--- src/hdl/frwt_pkg.sv ---
// Package for the fractional rank block: sizes, the cell record and the
// sequencer states. No dependencies; every other file imports it.
`default_nettype none

package frwt_pkg;

    localparam int MAX_KEYS  = 64;
    localparam int KEY_WIDTH = 32;
    localparam int FIELD_W   = 32;
    localparam int EFF_W     = (KEY_WIDTH < FIELD_W) ? KEY_WIDTH : FIELD_W;
    localparam int CNT_W     = $clog2(MAX_KEYS + 1);
    localparam int STEP_W    = $clog2(MAX_KEYS);
    localparam int POS_W     = 6;
    localparam int RANK_W    = 8;
    localparam int OUT_W     = 16;

    typedef enum logic [1:0] {
        S_LOAD,
        S_RANK,
        S_EMIT
    } t_state;

    // One stored key and its running doubled rank.
    typedef struct packed {
        logic signed [EFF_W-1:0] key;
        logic [RANK_W-1:0]       rank;
    } t_cell;

    typedef struct packed {
        logic shift;
        logic rank_en;
    } t_cell_ctl;

endpackage

`default_nettype wire

--- src/hdl/frwt_ctrl.sv ---
// Sequencer for the fractional rank block: load, rank rotation and result
// phases, key count and drop flag. Depends on frwt_pkg.
`default_nettype none

module frwt_ctrl (
    input  wire logic                          i_clk,
    input  wire logic                          i_rst_n,
    input  wire logic                          i_in_valid,
    input  wire logic                          i_in_last,
    input  wire logic                          i_out_ready,
    output logic                               o_in_ready,
    output logic                               o_out_valid,
    output logic                               o_wr,
    output frwt_pkg::t_cell_ctl                o_ctl,
    output logic [frwt_pkg::CNT_W-1:0]         o_count,
    output logic [frwt_pkg::STEP_W-1:0]        o_step,
    output logic                               o_final,
    output logic                               o_dropped
);
    import frwt_pkg::*;

    t_state             r_state, n_state;
    logic [CNT_W-1:0]   r_count, n_count;
    logic [STEP_W-1:0]  r_step, n_step;
    logic               r_ovf, n_ovf;
    logic [CNT_W-1:0]   w_cnt_m1;
    logic               w_last_step;
    logic               w_room;

    assign w_cnt_m1    = r_count - CNT_W'(1);
    assign w_last_step = (r_step == w_cnt_m1[STEP_W-1:0]);
    assign w_room      = (r_count < CNT_W'(MAX_KEYS));

    always_ff @(posedge i_clk) begin
        if (!i_rst_n) begin
            r_state <= S_LOAD;
            r_count <= '0;
            r_step  <= '0;
            r_ovf   <= 1'b0;
        end else begin
            r_state <= n_state;
            r_count <= n_count;
            r_step  <= n_step;
            r_ovf   <= n_ovf;
        end
    end

    always_comb begin
        n_state       = r_state;
        n_count       = r_count;
        n_step        = r_step;
        n_ovf         = r_ovf;
        o_in_ready    = 1'b0;
        o_out_valid   = 1'b0;
        o_wr          = 1'b0;
        o_ctl.shift   = 1'b0;
        o_ctl.rank_en = 1'b0;
        case (r_state)
            S_LOAD: begin
                o_in_ready = 1'b1;
                if (i_in_valid) begin
                    if (w_room) begin
                        o_wr    = 1'b1;
                        n_count = r_count + CNT_W'(1);
                    end else begin
                        n_ovf = 1'b1;
                    end
                    if (i_in_last) begin
                        n_state = S_RANK;
                        n_step  = '0;
                    end
                end
            end
            S_RANK: begin
                // Each rotation broadcasts the key at the chain head to all cells.
                o_ctl.shift   = 1'b1;
                o_ctl.rank_en = 1'b1;
                n_step        = r_step + STEP_W'(1);
                if (w_last_step) begin
                    n_step  = '0;
                    n_state = S_EMIT;
                end
            end
            S_EMIT: begin
                o_out_valid = 1'b1;
                if (i_out_ready) begin
                    o_ctl.shift = 1'b1;
                    n_step      = r_step + STEP_W'(1);
                    if (w_last_step) begin
                        n_step  = '0;
                        n_count = '0;
                        n_ovf   = 1'b0;
                        n_state = S_LOAD;
                    end
                end
            end
            default: begin
                n_state = S_LOAD;
            end
        endcase
    end

    assign o_count   = r_count;
    assign o_step    = r_step;
    assign o_final   = w_last_step;
    assign o_dropped = r_ovf;

    a_count_range: assert property (@(posedge i_clk) disable iff (!i_rst_n)
        r_count <= CNT_W'(MAX_KEYS))
        else $error("key count beyond capacity");

    a_rank_nonempty: assert property (@(posedge i_clk) disable iff (!i_rst_n)
        (r_state == S_RANK || r_state == S_EMIT) |-> (r_count != '0))
        else $error("ranking an empty set");

    a_sides_exclusive: assert property (@(posedge i_clk) disable iff (!i_rst_n)
        !(o_in_ready && o_out_valid))
        else $error("input and output open together");

    a_set_clears: assert property (@(posedge i_clk) disable iff (!i_rst_n)
        (o_out_valid && i_out_ready && w_last_step) |=> (r_count == '0 && !r_ovf))
        else $error("set state not cleared after last result");

endmodule

`default_nettype wire

--- config.mk ---
export PLATFORM = sky130hd
export DESIGN_NAME = frwt_ctrl
export DESIGN_NICKNAME = d
export VERILOG_FILES = /design/src/hdl/frwt_pkg.sv /design/src/hdl/frwt_ctrl.sv
export SDC_FILE = /design/constraint.sdc
export NUM_CORES = 1
export LEC_CHECK = 0
export BUFFER_PORTS_ARGS = -buffer_cell sky130_fd_sc_hd__buf_2
export CAP_MARGIN = 20
export CELL_PAD_IN_SITES_DETAIL_PLACEMENT = 0
export CELL_PAD_IN_SITES_GLOBAL_PLACEMENT = 1
export CORE_MARGIN = 2
export CORE_UTILIZATION = 40
export CTS_CLUSTER_SIZE = 20
export DETAILED_ROUTE_END_ITERATION = 16
export PLACE_DENSITY_LB_ADDON = 0.1
export SLEW_MARGIN = 40
export SYNTH_ARGS = -nofsm -noshare
export SYNTH_HDL_FRONTEND = slang
export SYNTH_SLANG_ARGS = --single-unit
--- constraint.sdc ---
create_clock -name i_clk -period 2.6 [get_ports i_clk]
set_input_delay 0 -clock i_clk [delete_from_list [all_inputs] [get_ports i_clk]]
set_output_delay 0 -clock i_clk [all_outputs]
set_load 0.01 [all_outputs]
==> flow_metrics.py <==
metrics = {
    "clock_tree": {
        "postCtsResizedCells": 0,
        "ctsHtreeMaxLevel": 1,
        "tritoncts_clock_tree": "built",
        "clock_insertion_delay_worst_skew_ns": 0.29,
        "cts_sinks": 16,
        "maximum_buffer_depth_of_the_clock_tree": 2,
        "cts.root.buffer_cell": "clkbuf_4",
        "cts.clk_slew.worst_paths_ns": 0.10,
        "numCtsBuffers": 3,
    },
    "cells_and_area": {
        "insertedDiodeCount": 0,
        "area.sequential_sq_um": 320,
        "area_growth_syn_to_layout_pct": 13.5,
        "layout.cell_area.non_filler_sq_um": 1440,
        "most-common-layout-cells": "buf_2 (24), nand2_1 (18), dfxtp_1 (16)",
        "multiInputGateArea_sq_um": 825,
        "layout.cells.most_common": "buf_2",
        "utilization_pct": 47.4,
        "fill_cells": 332,
        "layout_nets": 195,
        "drive_above_1_share_pct": 20.4,
    },
    "routing": {
        "route.detailed.wl_per_inst_microns": 14.2,
        "drt_iter0_markers": 117,
        "dr.pass1.iters": 4,
        "vias_per_cell": 5.57,
        "route.vias.total": 1253,
        "wl_mm": 3.20,
        "detail-route-antenna-nets": 0,
        "drc": 0,
    },
    "sta": {
        "timing.setup.tns_ns": 0,
        "grt_setup_unrepaired": "false",
        "max-slew-margin-rel_pct": 69.8,
        "hold-worst-slack_ns": 0.0861,
        "setup-violations-final": 0,
        "post-route-min-period_ns": 2.06,
        "worst_slew_pin_slew_ns": 0.454,
        "finalHoldViolCount": 0,
        "maxClockFrequency_ghz": 0.485,
        "worst_clock_skew_ns": 0.00892,
        "report.final.slew_viol_count": 0,
        "final.period_utilization_pct": 79.4,
    },
    "placement": {
        "gpl.final_weighted_congestion": 0.805,
        "place_hpwl_mm": 2.34,
        "numPortBuffers": 24,
        "placed_cell_area_sq_um": 1400,
    },
    "floorplan": {
        "dieArea_sq_um": 3630,
        "die_h_microns": 60.2,
        "placement_row_count": 20,
        "i_o_pin_count": 25,
        "die_w_microns": 60.2,
        "core-area_sq_um": 3030,
        "initial_standard_cell_utilization_of_the_core_pct": 41.8,
    },
    "global_route": {
        "grt_antenna_before_repair": 0,
        "largest_net_degree_at_the_start_of_global_routing": 17,
        "grt_overflow_total": 0,
        "gr-usage-all-layers_pct": 19.7,
        "grt_pass1_wl_mm": 5.40,
        "first_global_vias": 1117,
    },
    "pwr": {
        "total_leakage_power_nw": 0.647,
        "vdd_ir_drop_max_mv": 0.410,
        "powerDensity_nw_per_um2": 658,
    },
    "worst_setup_path": {
        "setup.worst_path.end_class": "flop",
        "crit_type": "flop to flop",
        "critPathRequiredTime_ns": 2.82,
        "cp.arrival_ns": 2.28,
        "crit_path_max_fanout": 12,
        "critPathLaunchType": "flop",
    },
    "run": {
        "cap_viol_max_count": 0,
    },
    "synthesis": {
        "ys_async_sr_fraction_pct": 0,
        "yosys.cell_types.count": 44,
        "postSynthCellCount": 159,
        "warning_count_from_the_yosys_run": 0,
        "mappedNetlistNets": 171,
        "synth_area_per_cell_sq_um": 7.96,
        "synth-edff-count": 0,
        "yosysSeqAreaShare_pct": 25.3,
        "synth-seq-cells": 16,
        "commonest_register_cell_after_synthesis": "dfxtp_1",
        "syn-cell-area_sq_um": 1260,
    },
    "min_path": {
        "hold_class": "input pin to flop",
    },
    "outcome": {
        "result_of_the_run": "completed",
    },
}
==> layout make-up <==
| class | instances | share of cell area [%] |
|---|---|---|
| Clock buffer | 3 | 1.57 |
| Inverter | 12 | 3.14 |
| Multi-Input combinational cell | 120 | 57.5 |
| Sequential cell | 16 | 22.3 |
| Tap cell | 44 | 3.84 |
| Timing Repair Buffer | 30 | 11.7 |
==> kinds of logic (layout without fill, tap and decap cells) <==
logic type / count (synthesis) / count (layout) / share of synthesized area (%)
AND/OR/NAND/NOR: 59 / 59 / 26.3
flip-flops: 16 / 16 / 25.3
AO/OA/AOI/OAI: 46 / 46 / 26.3
XOR/XNOR: 7 / 7 / 4.85
multiplexers: 1 / 1 / 0.791
buffers and inverters: 23 / 45 / 9.49
adder cells (fa/ha/maj): 7 / 7 / 6.92
==> worst max-delay path, stage by stage (launching register included) <==
cell and delay (ns):
dfxtp_1 0.39, inv_1 0.09, ha_1 0.28, a21boi_1 0.18
or3b_1 0.54, nor3b_1 0.25, o221ai_1 0.13, a21oi_1 0.15
==> stage by stage <==
step | worst slack [ns] | total power [W] | std cells
3_3_place_gp | 0.576 | 0.000804 | 221
3_5_place_dp | 0.549 | 0.000814 | 221
5_1_grt | 0.345 | 0.00102 | 225
4_1_cts | 0.524 | 0.000954 | 225
6_report | 0.537 | 0.000944 | 225
2_1_floorplan | 0.501 | 0.000678 | 159
==> cell usage after synthesis (3+ instances only) <==
master    instances  area [sq um]
buf_2             3          15.0
a41oi_1           3          26.3
buf_6             4          45.0
xnor2_1           5          43.8
a21oi_1          11          55.1
o22ai_1           3          18.8
nor3b_1           3          22.5
dfxtp_1          16           320
o21ai_0           8          40.0
nand3_1           8          40.0
ha_1              7          87.6
and3_1            3          18.8
nor3_1            3          15.0
clkbuf_1          4          15.0
inv_1            12          45.0
nor2_1           10          37.5
nand3b_1          3          22.5
a22o_1            4          35.0
nand2_1          18          67.6
==> repair_timing <==
action / in CTS / in global routing
endpoints found under the hold margin: 2 / 0
endpoints found under the setup margin: 0 / 0
setup buffers: 0 / 0
hold buffers: 1 / 0
==> worst paths after layout <==
check,startpoint,end,slack (ns),cells after the start
hold reg to reg,r_state[0]$_SDFFE_PN0P_,r_state[0]$_SDFFE_PN0P_,0.52,2
hold / removal,i_rst_n,o_count[6]$_SDFFE_PN0P_,0.09,3
setup reg to reg,r_state[0]$_SDFFE_PN0P_,o_step[3]$_SDFFE_PN0P_,0.54,7
setup / recovery,r_state[0]$_SDFFE_PN0P_,o_step[3]$_SDFFE_PN0P_,0.54,7
==> routing by layer <==
| layer | part of all wire (%) | vias to the layer above | routed length [microns] | track usage [%] |
|---|---|---|---|---|
| li1 | - | 624 | - | - |
| met1 | 48 | 592 | 1540 | 27.7 |
| met2 | 47 | 31 | 1510 | 30.0 |
| met3 | 3.7 | 6 | 120 | 1.95 |
| met4 | 1.1 | 0 | 34 | 8.89 |
| met5 | 0 | - | 0 | 0 |
==> registers in the layout, indices dropped and copies added, names as in the netlist <==
signal	flops
o_count	7
o_step	6
r_state	2
o_dropped	1
==> report_power, final <==
part           total [W]  switching, W  internal (W)  leakage, nW
combinational   0.000520      0.000312      0.000209        0.504
sequential      0.000288     0.0000205      0.000268        0.129
clock           0.000135     0.0000816     0.0000538       0.0138
total           0.000944      0.000414      0.000530        0.647
No activity file was read; power rests on OpenSTA's default activity.
