**src/hdl/frwt_pkg.sv**
```systemverilog
// Package for the fractional rank block: sizes, the cell record and the
// sequencer states. No dependencies; every other file imports it.
`default_nettype none

package frwt_pkg;

    localparam int MAX_KEYS  = 64;
    localparam int KEY_WIDTH = 32;
    localparam int FIELD_W   = 32;
    localparam int EFF_W     = (KEY_WIDTH < FIELD_W) ? KEY_WIDTH : FIELD_W;
    localparam int CNT_W     = $clog2(MAX_KEYS + 1);
    localparam int STEP_W    = $clog2(MAX_KEYS);
    localparam int POS_W     = 6;
    localparam int RANK_W    = 8;
    localparam int OUT_W     = 16;

    typedef enum logic [1:0] {
        S_LOAD,
        S_RANK,
        S_EMIT
    } t_state;

    // One stored key and its running doubled rank.
    typedef struct packed {
        logic signed [EFF_W-1:0] key;
        logic [RANK_W-1:0]       rank;
    } t_cell;

    typedef struct packed {
        logic shift;
        logic rank_en;
    } t_cell_ctl;

endpackage

`default_nettype wire

```
**src/hdl/frwt_cell.sv**
```systemverilog
// One cell of the key chain: holds a key and its doubled rank, compares
// against the broadcast key and hands its record to the lower neighbor.
// Depends on frwt_pkg.
`default_nettype none

module frwt_cell (
    input  wire logic                            i_clk,
    input  wire frwt_pkg::t_cell_ctl             i_ctl,
    input  wire logic                            i_wr,
    input  wire logic                            i_last,
    input  wire logic signed [frwt_pkg::EFF_W-1:0] i_key,
    input  wire logic signed [frwt_pkg::EFF_W-1:0] i_bcast,
    input  wire frwt_pkg::t_cell                 i_next,
    input  wire frwt_pkg::t_cell                 i_wrap,
    output frwt_pkg::t_cell                      o_cell,
    output frwt_pkg::t_cell                      o_upd
);
    import frwt_pkg::*;

    t_cell             r_cell;
    logic [RANK_W-1:0] w_inc;

    // A smaller broadcast key adds two half units, an equal one adds one.
    always_comb begin
        w_inc = '0;
        if (i_bcast < r_cell.key) begin
            w_inc = RANK_W'(2);
        end else if (i_bcast == r_cell.key) begin
            w_inc = RANK_W'(1);
        end
        o_upd.key  = r_cell.key;
        o_upd.rank = i_ctl.rank_en ? (r_cell.rank + w_inc) : r_cell.rank;
    end

    always_ff @(posedge i_clk) begin
        if (i_wr) begin
            r_cell.key  <= i_key;
            r_cell.rank <= RANK_W'(1);
        end else if (i_ctl.shift) begin
            r_cell <= i_last ? i_wrap : i_next;
        end
    end

    assign o_cell = r_cell;

endmodule

`default_nettype wire

```
**config.mk**
```make
export PLATFORM = sky130hd
export DESIGN_NAME = frwt_cell
export DESIGN_NICKNAME = d
export VERILOG_FILES = /design/src/hdl/frwt_pkg.sv /design/src/hdl/frwt_cell.sv
export SDC_FILE = /design/constraint.sdc
export NUM_CORES = 1
export LEC_CHECK = 0
export BUFFER_PORTS_ARGS = -buffer_cell sky130_fd_sc_hd__clkbuf_2
export CORE_MARGIN = 3
export CORE_UTILIZATION = 23
export CTS_CLUSTER_SIZE = 28
export DETAILED_ROUTE_END_ITERATION = 16
export PLACE_DENSITY = 0.55
export SLEW_MARGIN = 15
export SYNTH_ARGS = -nofsm -noshare
export SYNTH_HDL_FRONTEND = slang
export SYNTH_SLANG_ARGS = --single-unit
export TNS_END_PERCENT = 30
```
**constraint.sdc**
```tcl
create_clock -name i_clk -period 3.64 [get_ports i_clk]
set_input_delay 0.364 -clock i_clk [delete_from_list [all_inputs] [get_ports i_clk]]
set_output_delay 0.364 -clock i_clk [all_outputs]
set_load 0.02 [all_outputs]
```
==> flow_summary.yaml, run 1 <==
cells_and_area:
  ff_latch_area_um2: 1121
  largest_register_ffs: 40
  syn2layout_area_growth_pct: 49.36
  n_antenna_cell: 0
  final_cell_area_um2: 4793
  layout.cells.non_filler: 742
  multi_input_area_um2: 1794
  drive_gt1_share_pct: 50.71
  fillers: 1409
  nets: 749
power:
  p_leak_nw: 2.525
  max-vdd-ir-drop_mv: 0.1583
  power_density_nw_per_um2: 357.3
logic_synthesis:
  synth-seq-cells: 40
  ys_seq_area_share_pct: 34.93
  synth_edf_count: 32
  ys.flop_type: "edfxtp_1"
  ys_warn_count: 0
  async_flop_share_pct: 0
  syn_area_um2: 3209
  synth_nets: 532
  postSynthAreaPerCell_um2: 9.222
  synthCells: 348
  ys_types: 34
min_path:
  hold_path_class: "primary input to flip-flop"
  hold_start: "i_key[26]"
die:
  die_x_um: 124.1
  dieHeight_um: 124.1
  start_util_pct: 23.86
  io_pins: 229
  core_um2: 13450
  rows: 42
  dieArea_um2: 15410
detailed_routing:
  antenna_left: 0
  drc: 0
  drt-total-wl_um: 10310
  first_pass_iters: 4
  first_iter_violations: 79
  wl_per_cell_um: 13.89
  viasPerCell: 4.310
  vias: 3198
placement:
  place.port_buffers: 228
  place_area_um2: 4390
  hpwl_um: 8429
  preCtsSetupSlack_ns: -0.05680
  dp_cells: 721
  routabilityCongestion: 0.7286
global_route:
  grt_antenna_before_repair: 0
  grt_pass1_vias: 3097
  grtUsageTotal_pct: 12.31
  grt_pass1_wl_um: 14550
  grt_max_degree: 41
  overflow: 0
sta:
  fin_crit_ns: 3.770
  worst_hold_slack_ns: 0.3565
  timing.final.ws_setup_ns: -0.1298
  setup_violations: 6
  fin_skew_ns: 0
  fmax_mhz: 265.3
  relSlewSlack_pct: 44.72
  worst_slew_pin_slew_ns: 0.8292
  hold_viol_final: 0
  drv_slew: 0
  rsz0062_at_grt: "yes"
  min_period_over_period_pct: 103.6
clocking:
  cts.reportedPaths.clkPinSlew_ns: 0.06
  cts_buffer_depth: 2
  numCtsBuffers: 5
  cts_tree: "built"
  insertion_delay_ns: 0.28
  clock-sinks: 40
  cts_root_buffer: "clkbuf_16"
  h-tree-depth: 2
flow_run:
  drv_cap: 0
worst_setup_path:
  crit_required_ns: 3.28
  arrival_ns: 3.41
  crit_type: "flip-flop to output pin"
  reg2reg_from: "o_cell[0]$_SDFFE_PP1P_"
  cp-startpoint: "o_cell[18]$_DFFE_PP_"
  endpoint_kind: "output pin"
  worstSetupStartpointType: "flip-flop"
  cp_max_fo: 3
status:
  status: "finished, violations left"
  violations: "negative setup slack"
placed cells by master (no fill, tap or decap), types with 2 or more instances in the layout:
cell type and n:
clkbuf_2 223, nand2_1 41, mux2i_1 40, o21ai_0 33
edfxtp_1 32, buf_4 32, inv_1 31, ha_1 27
a21oi_1 13, nor2_1 11, nand4_1 9, dfxtp_1 8
a211oi_1 7, ha_4 6, clkbuf_16 6, nand3_1 5
xnor2_1 4, o21ai_1 3, a21oi_2 3, a21o_1 2
xor2_1 2, or2_2 2
per-layer routing:
metal / vias up / GRT usage [%] / routed length (um)
li1: 1627 / - / -
met1: 1442 / 14.78 / 4134
met2: 122 / 22.47 / 5389
met3: 7 / 2.407 / 671
met4: 0 / 3.012 / 111
met5: - / 0 / 0
cells by family (layout without fill, tap and decap cells):
group	count (synthesis)	in the layout	synth area share, %
AND/OR/NAND/NOR	78	78	10.99
flip-flops	40	40	34.93
AO/OA/AOI/OAI	67	67	12.01
adder cells (fa/ha/maj)	35	35	13.88
multiplexers	42	42	13.18
buffers and inverters	79	297	13.10
XOR/XNOR	7	7	1.910
through the flow:
stage | total power, W | TNS [ns] | utilization, %
after floorplan | 0.0009797 | 0 | -
after global placement | 0.001179 | -0.02476 | 32.64
after detailed placement | 0.001189 | -0.1245 | 32.64
after CTS | 0.001714 | -0.6230 | 34.74
after global routing | 0.001824 | -1.518 | 35.63
final | 0.001713 | -0.3663 | 35.63
final timing paths:
check	to	slack [ns]	cells past startpoint
worst min-delay path	o_cell[34]$_DFFE_PP_	0.36	3
worst min register to register	o_cell[7]$_SDFFE_PP0P_	0.53	2
worst max-delay path	o_upd[1]	-0.13	12
worst max register to register	o_cell[0]$_SDFFE_PP1P_	2.77	3
timing repair:
action,CTS,global route
buffers inserted,10,3
pin swaps,5,1
hold buffers,0,0
gates resized for setup,14,18
endpoints found under the setup margin,7,7
area by class of cell:
cell class	count	share of cell area, %
flip-flops and latches	40	23.39
clock inverters	1	0.1044
well taps	176	4.594
inverters	32	2.506
clock buffers	7	3.211
multi-input cells	229	37.43
repair buffers	257	28.77
synthesized netlist by cell type (all sizes together) (5+ instances only):
cell    count  share of area (%)
xnor2       5                1.4
a21oi      17                2.8
mux2i      40                 12
inv        32                3.7
nor2       12                1.4
clkbuf     12                1.4
dfxtp       8                5.0
nand4       9                1.8
buf        35                8.0
ha         34                 13
nand3       5               0.78
a211oi      7                1.6
nand2      41                4.8
edfxtp     32                 30
o21ai      36                5.6
report_power, final:
group	leakage [nW]	internal [W]	total, W	switching [W]
clock network	0.0790	0.000295	0.000476	0.000181
registers	0.401	0.000550	0.000591	0.0000409
logic	2.05	0.000290	0.000645	0.000356
total	2.53	0.00113	0.00171	0.000578
critical path: stages (launching register included):
cell,delay (ns)
edfxtp_1,0.42
inv_1,0.12
ha_4,0.20
nand4_1,0.16
nor2_2,0.05
a221oi_2,0.23
or3b_4,0.44
or3_4,0.35
a21oi_4,0.13
ha_2,0.20
fa_1,0.41
mux2_4,0.28
buf_8,0.13
Note: power is estimated with default switching activity, not from simulation.
==> inputs of run 2 (changes only) <==
--- a/config.mk
+++ b/config.mk
@@ -10,6 +10,7 @@
 export CORE_UTILIZATION = 23
 export CTS_CLUSTER_SIZE = 28
 export DETAILED_ROUTE_END_ITERATION = 16
+export MAX_ROUTING_LAYER = met4
 export PLACE_DENSITY = 0.55
 export SLEW_MARGIN = 15
 export SYNTH_ARGS = -nofsm -noshare
==> run 2 against run 1 <==
Net effect:
- the flow still finishes with violations (negative setup slack)
- critical path depth unchanged
- via count increased by 0.13%
- clock-buffer cell count unchanged
- highest routed layer unchanged
- non-clock buffer count unchanged
==> flow_summary.yaml, run 2 (same netlist as run 1, synthesis figures left out) <==
clocking:
  numCtsBuffers: 5
  cts_buffer_depth: 2
  clock-sinks: 40
  cts.reportedPaths.clkPinSlew_ns: 0.06
  cts_tree: "built"
  cts_root_buffer: "clkbuf_16"
  h-tree-depth: 2
  insertion_delay_ns: 0.28
  ctsHoldBuffers: 0
status:
  violations: "negative setup slack"
  status: "finished, violations left"
power:
  max-vdd-ir-drop_mv: 0.1583
  power_density_nw_per_um2: 357.4
  p_leak_nw: 2.525
min_path:
  hold_path_class: "primary input to flip-flop"
  hold_start: "i_key[26]"
cells_and_area:
  n_antenna_cell: 0
  final_cell_area_um2: 4793
  ff_latch_area_um2: 1121
  final_cell_mix: "223 x clkbuf_2, 41 x nand2_1, 40 x mux2i_1"
  drive_gt1_share_pct: 50.71
  largest_register_ffs: 40
  syn2layout_area_growth_pct: 49.36
  multi_input_area_um2: 1794
  fin_util_pct: 35.63
  nets: 749
  final_common_cell: "clkbuf_2"
  fillers: 1409
sta:
  fin_skew_ns: 0
  drv_slew: 0
  worst_slew_pin_slew_ns: 0.8286
  rsz0062_at_grt: "yes"
  worst_hold_slack_ns: 0.3565
  hold_viol_final: 0
  fmax_mhz: 265.2
  timing.final.ws_setup_ns: -0.1302
  relSlewSlack_pct: 44.76
  fin_crit_ns: 3.770
  setup_tns_ns: -0.3679
  setup_violations: 6
  min_period_over_period_pct: 103.6
worst_setup_path:
  ff2ff_path_depth: 3
  critPathMaxStageDelay_ns: 0.44
  reg2reg_from: "o_cell[0]$_SDFFE_PP1P_"
  worstSetupStartpointType: "flip-flop"
  cp-startpoint: "o_cell[18]$_DFFE_PP_"
  reg2reg_to: "o_cell[0]$_SDFFE_PP1P_"
  cp_max_fo: 3
  path_cells: "inv_1 > ha_4 > nand4_1 > nor2_2 > a221oi_2 > or3b_4 > or3_4 > a21oi_4 > ha_2 > fa_1 > mux2_4 > buf_8"
  cp_slowest_cell: "or3b_4"
  endpoint_kind: "output pin"
  path_depth: 12
  path_buf_inv: 2
  crit_required_ns: 3.28
  crit_end: "o_upd[1]"
  critPathTopFamily: "simple AND/OR/NAND/NOR gates"
  crit_type: "flip-flop to output pin"
  reg2reg_setup_slack_ns: 2.77
  arrival_ns: 3.41
die:
  io_pins: 229
  dieArea_um2: 15410
  start_util_pct: 23.86
  die_x_um: 124.1
  rows: 42
  core_um2: 13450
  dieHeight_um: 124.1
global_route:
  grtUsageTotal_pct: 12.65
  grt_antenna_before_repair: 0
  grt_pass1_vias: 3101
  overflow: 0
  grt_pass1_wl_um: 14540
  grt_max_degree: 41
detailed_routing:
  first_iter_violations: 94
  viasPerCell: 4.315
  drc: 0
  vias: 3202
  antenna_left: 0
  wl_per_cell_um: 13.89
  drt-total-wl_um: 10310
  first_pass_iters: 4
placement:
  hpwl_um: 8429
  routabilityCongestion: 0.7373
  place_area_um2: 4390
  place.port_buffers: 228
flow_run:
  drv_cap: 0
run 2: cell counts in the layout (fill, tap and decap cells not counted):
No cell type changed its count.
run 2: metal layers:
layer  GRT usage, %  share of wire [%]  up-vias
met5              -                  0        -
li1               -                  -     1628
met4          3.012                1.1        0
met1          15.08                 41     1441
met2          22.47                 52      126
met3          1.907                5.9        7
run 2: layout make-up:
class,count,area share [%]
Sequential cell,40,23.39
Timing Repair Buffer,257,28.77
Tap cell,176,4.594
Multi-Input combinational cell,229,37.43
Clock inverter,1,0.1044
Inverter,32,2.506
Clock buffer,7,3.211
run 2: tightest hold or removal path, delay by kind of cell:
family                 cells  cell delay (ns)
and+or+nand+nor            1             0.04
AOI/OAI and AO/OA          1             0.05
buffers and inverters      1             0.08
run 2: report_power, final:
| part | internal [W] | switching [W] |
|---|---|---|
| clock network | 0.000295 | 0.000181 |
| logic | 0.000290 | 0.000356 |
| registers | 0.000550 | 0.0000409 |
run 2: repair_timing:
item                                    in CTS  in global routing
endpoints found under the setup margin       7                  7
resized for setup                           14                 18
gates cloned                                 0                  0
pin swaps                                    5                  1
buffers inserted                            10                  3
run 2: worst min-delay path by stage:
stage,end,slack [ns],depth (start not counted)
after global routing,o_cell[33]$_DFFE_PP_,0.36,3
after detailed placement,o_cell[7]$_SDFFE_PP0P_,0.52,2
final,o_cell[34]$_DFFE_PP_,0.36,3
after floorplan,o_cell[38]$_DFFE_PP_,0.55,2
after CTS,o_cell[23]$_DFFE_PP_,0.35,3
after global placement,o_cell[7]$_SDFFE_PP0P_,0.52,2
run 2: metrics by stage:
stage,setup WS [ns],power (W),std cells
2_1_floorplan,0.2272,0.0009797,348
5_1_grt,-0.2527,0.001823,742
3_3_place_gp,-0.02476,0.001179,721
4_1_cts,-0.1541,0.001714,739
3_5_place_dp,-0.05680,0.001189,721
6_report,-0.1302,0.001713,742
==> inputs of run 3 (changes only) <==
--- a/config.mk
+++ b/config.mk
@@ -6,6 +6,7 @@
 export NUM_CORES = 1
 export LEC_CHECK = 0
 export BUFFER_PORTS_ARGS = -buffer_cell sky130_fd_sc_hd__clkbuf_2
+export CORE_ASPECT_RATIO = 0.6
 export CORE_MARGIN = 3
 export CORE_UTILIZATION = 23
 export CTS_CLUSTER_SIZE = 28
==> run 3 against run 2 <==
Net effect:
- the flow still finishes with violations (negative setup slack)
- die area is 0.30% higher
- clock skew stayed put
- clock-buffer cell count stayed put
- via count is 0.78% lower
- sequential cell count stayed put
- critical path depth is 1 higher
- core utilization is 0.50 points higher
- clock power is 4.8% lower
==> flow_summary.yaml, run 3 (same netlist as run 1, synthesis figures left out) <==
status:
  status: "finished, violations left"
  violations: "negative setup slack"
detailed_routing:
  wl_per_cell_um: 14.08
  wl_met3_um: 633
  viasPerCell: 4.236
  drc: 0
  wl_met1_um: 5028
  vias: 3177
  drt-total-wl_um: 10560
  dr.max_layer_used: "met4"
  first_iter_violations: 106
  first_pass_iters: 4
  antenna_left: 0
  wl_met2_um: 4863
global_route:
  grt_pass1_wl_um: 15880
  grt_antenna_before_repair: 0
  overflow: 0
  grtUsageTotal_pct: 13.41
  grt_pass1_vias: 3199
  grt_max_degree: 33
power:
  p_leak_nw: 2.510
  max-vdd-ir-drop_mv: 0.1345
  power_density_nw_per_um2: 356.0
worst_setup_path:
  arrival_ns: 3.47
  ff2ff_path_depth: 3
  endpoint_kind: "output pin"
  crit_type: "flip-flop to output pin"
  reg2reg_from: "o_cell[0]$_SDFFE_PP1P_"
  crit_end: "o_upd[1]"
  cp-startpoint: "o_cell[20]$_DFFE_PP_"
  reg2reg_setup_slack_ns: 2.74
  cp_max_fo: 3
  worstSetupStartpointType: "flip-flop"
  crit_required_ns: 3.28
  reg2reg_to: "o_cell[0]$_SDFFE_PP1P_"
sta:
  setup_violations: 7
  hold_viol_final: 0
  worst_slew_pin_slew_ns: 0.8395
  drv_slew: 0
  timing.final.ws_setup_ns: -0.1936
  fin_skew_ns: 0
  rsz0062_at_grt: "yes"
  fmax_mhz: 260.8
  relSlewSlack_pct: 44.03
  fin_crit_ns: 3.834
  min_period_over_period_pct: 105.3
placement:
  place_area_um2: 4397
  routabilityCongestion: 0.7803
  dp_cells: 731
  hpwl_um: 8603
  place.port_buffers: 228
cells_and_area:
  drive_gt1_share_pct: 51.87
  syn2layout_area_growth_pct: 49.20
  final_common_cell: "clkbuf_2"
  largest_register_ffs: 40
  final_cell_mix: "221 x clkbuf_2, 40 x mux2i_1, 39 x nand2_1"
  nets: 746
  final_cell_area_um2: 4788
  n_antenna_cell: 0
  layout.cells.non_filler: 750
clocking:
  cts.reportedPaths.clkPinSlew_ns: 0.06
  cts_root_buffer: "clkbuf_16"
  cts_tree: "built"
  clock-sinks: 40
  h-tree-depth: 2
  cts_buffer_depth: 2
  insertion_delay_ns: 0.28
  numCtsBuffers: 5
min_path:
  hold_path_class: "primary input to flip-flop"
  holdPathStages: 3
die:
  die_x_um: 158.5
  start_util_pct: 24.22
  rows: 32
  io_pins: 229
  core_um2: 13250
  dieArea_um2: 15450
  dieHeight_um: 97.50
flow_run:
  drv_cap: 0
run 3: report_power, final:
part / total [W] / switching (W) / internal [W]
clock: 0.000453 / 0.000180 / 0.000273
combinational: 0.000659 / 0.000365 / 0.000294
sequential: 0.000593 / 0.0000424 / 0.000550
total: 0.00170 / 0.000587 / 0.00112
run 3: what timing repair did:
item / in CTS / in global routing
gates resized for setup: 25 / 20
pin swaps: 9 / 13
hold buffers: 0 / 0
buffers inserted: 6 / 5
setup endpoints to repair: 7 / 8
hold endpoints to repair: 0 / 0
run 3: layer usage:
layer	up-vias	global-route usage [%]
met1	1417	17.62
met2	133	21.75
met4	0	1.983
met5	-	-
met3	2	2.804
li1	1625	-
run 3: layout make-up:
class / instances / area [um2]
inverters: 32 / 120.1
well taps: 187 / 234.0
multi-input cells: 229 / 1802
repair buffers: 254 / 1361
clock inverters: 1 / 7.507
fillers: 1321 / 8464
flip-flops and latches: 40 / 1121
clock buffers: 7 / 142.6
run 3: through the flow:
step	TNS, ns	worst slack [ns]	hold WS [ns]	util [%]	power [W]
after floorplan	0	0.2272	0.5511	-	0.0009797
after global placement	-0.04848	-0.04848	0.5332	33.18	0.001182
after detailed placement	-0.2282	-0.08275	0.5335	33.18	0.001191
after CTS	-1.210	-0.2225	0.3489	35.44	0.001702
after global routing	-1.805	-0.3589	0.3692	36.13	0.001825
final	-0.4927	-0.1936	0.3572	36.13	0.001705
run 3: worst min-delay path by stage:
stage	slack [ns]	endpoint	from
after floorplan	0.55	o_cell[38]$_DFFE_PP_	i_key[30]
after global placement	0.53	o_cell[5]$_SDFFE_PP0P_	o_cell[5]$_SDFFE_PP0P_
after detailed placement	0.53	o_cell[5]$_SDFFE_PP0P_	o_cell[5]$_SDFFE_PP0P_
after CTS	0.35	o_cell[10]$_DFFE_PP_	i_key[2]
after global routing	0.37	o_cell[13]$_DFFE_PP_	i_key[5]
final	0.36	o_cell[10]$_DFFE_PP_	i_key[2]
run 3: critical path, cell delays in order, from the launching register on:
cell and delay (ns):
edfxtp_1 0.39, inv_1 0.07, ha_1 0.22, nand4_1 0.19, nor2_1 0.09, a221oi_2 0.23
or3b_4 0.43, or3_4 0.34, a21oi_2 0.14, buf_4 0.13, ha_4 0.13, fa_1 0.41
mux2_4 0.28, buf_8 0.13
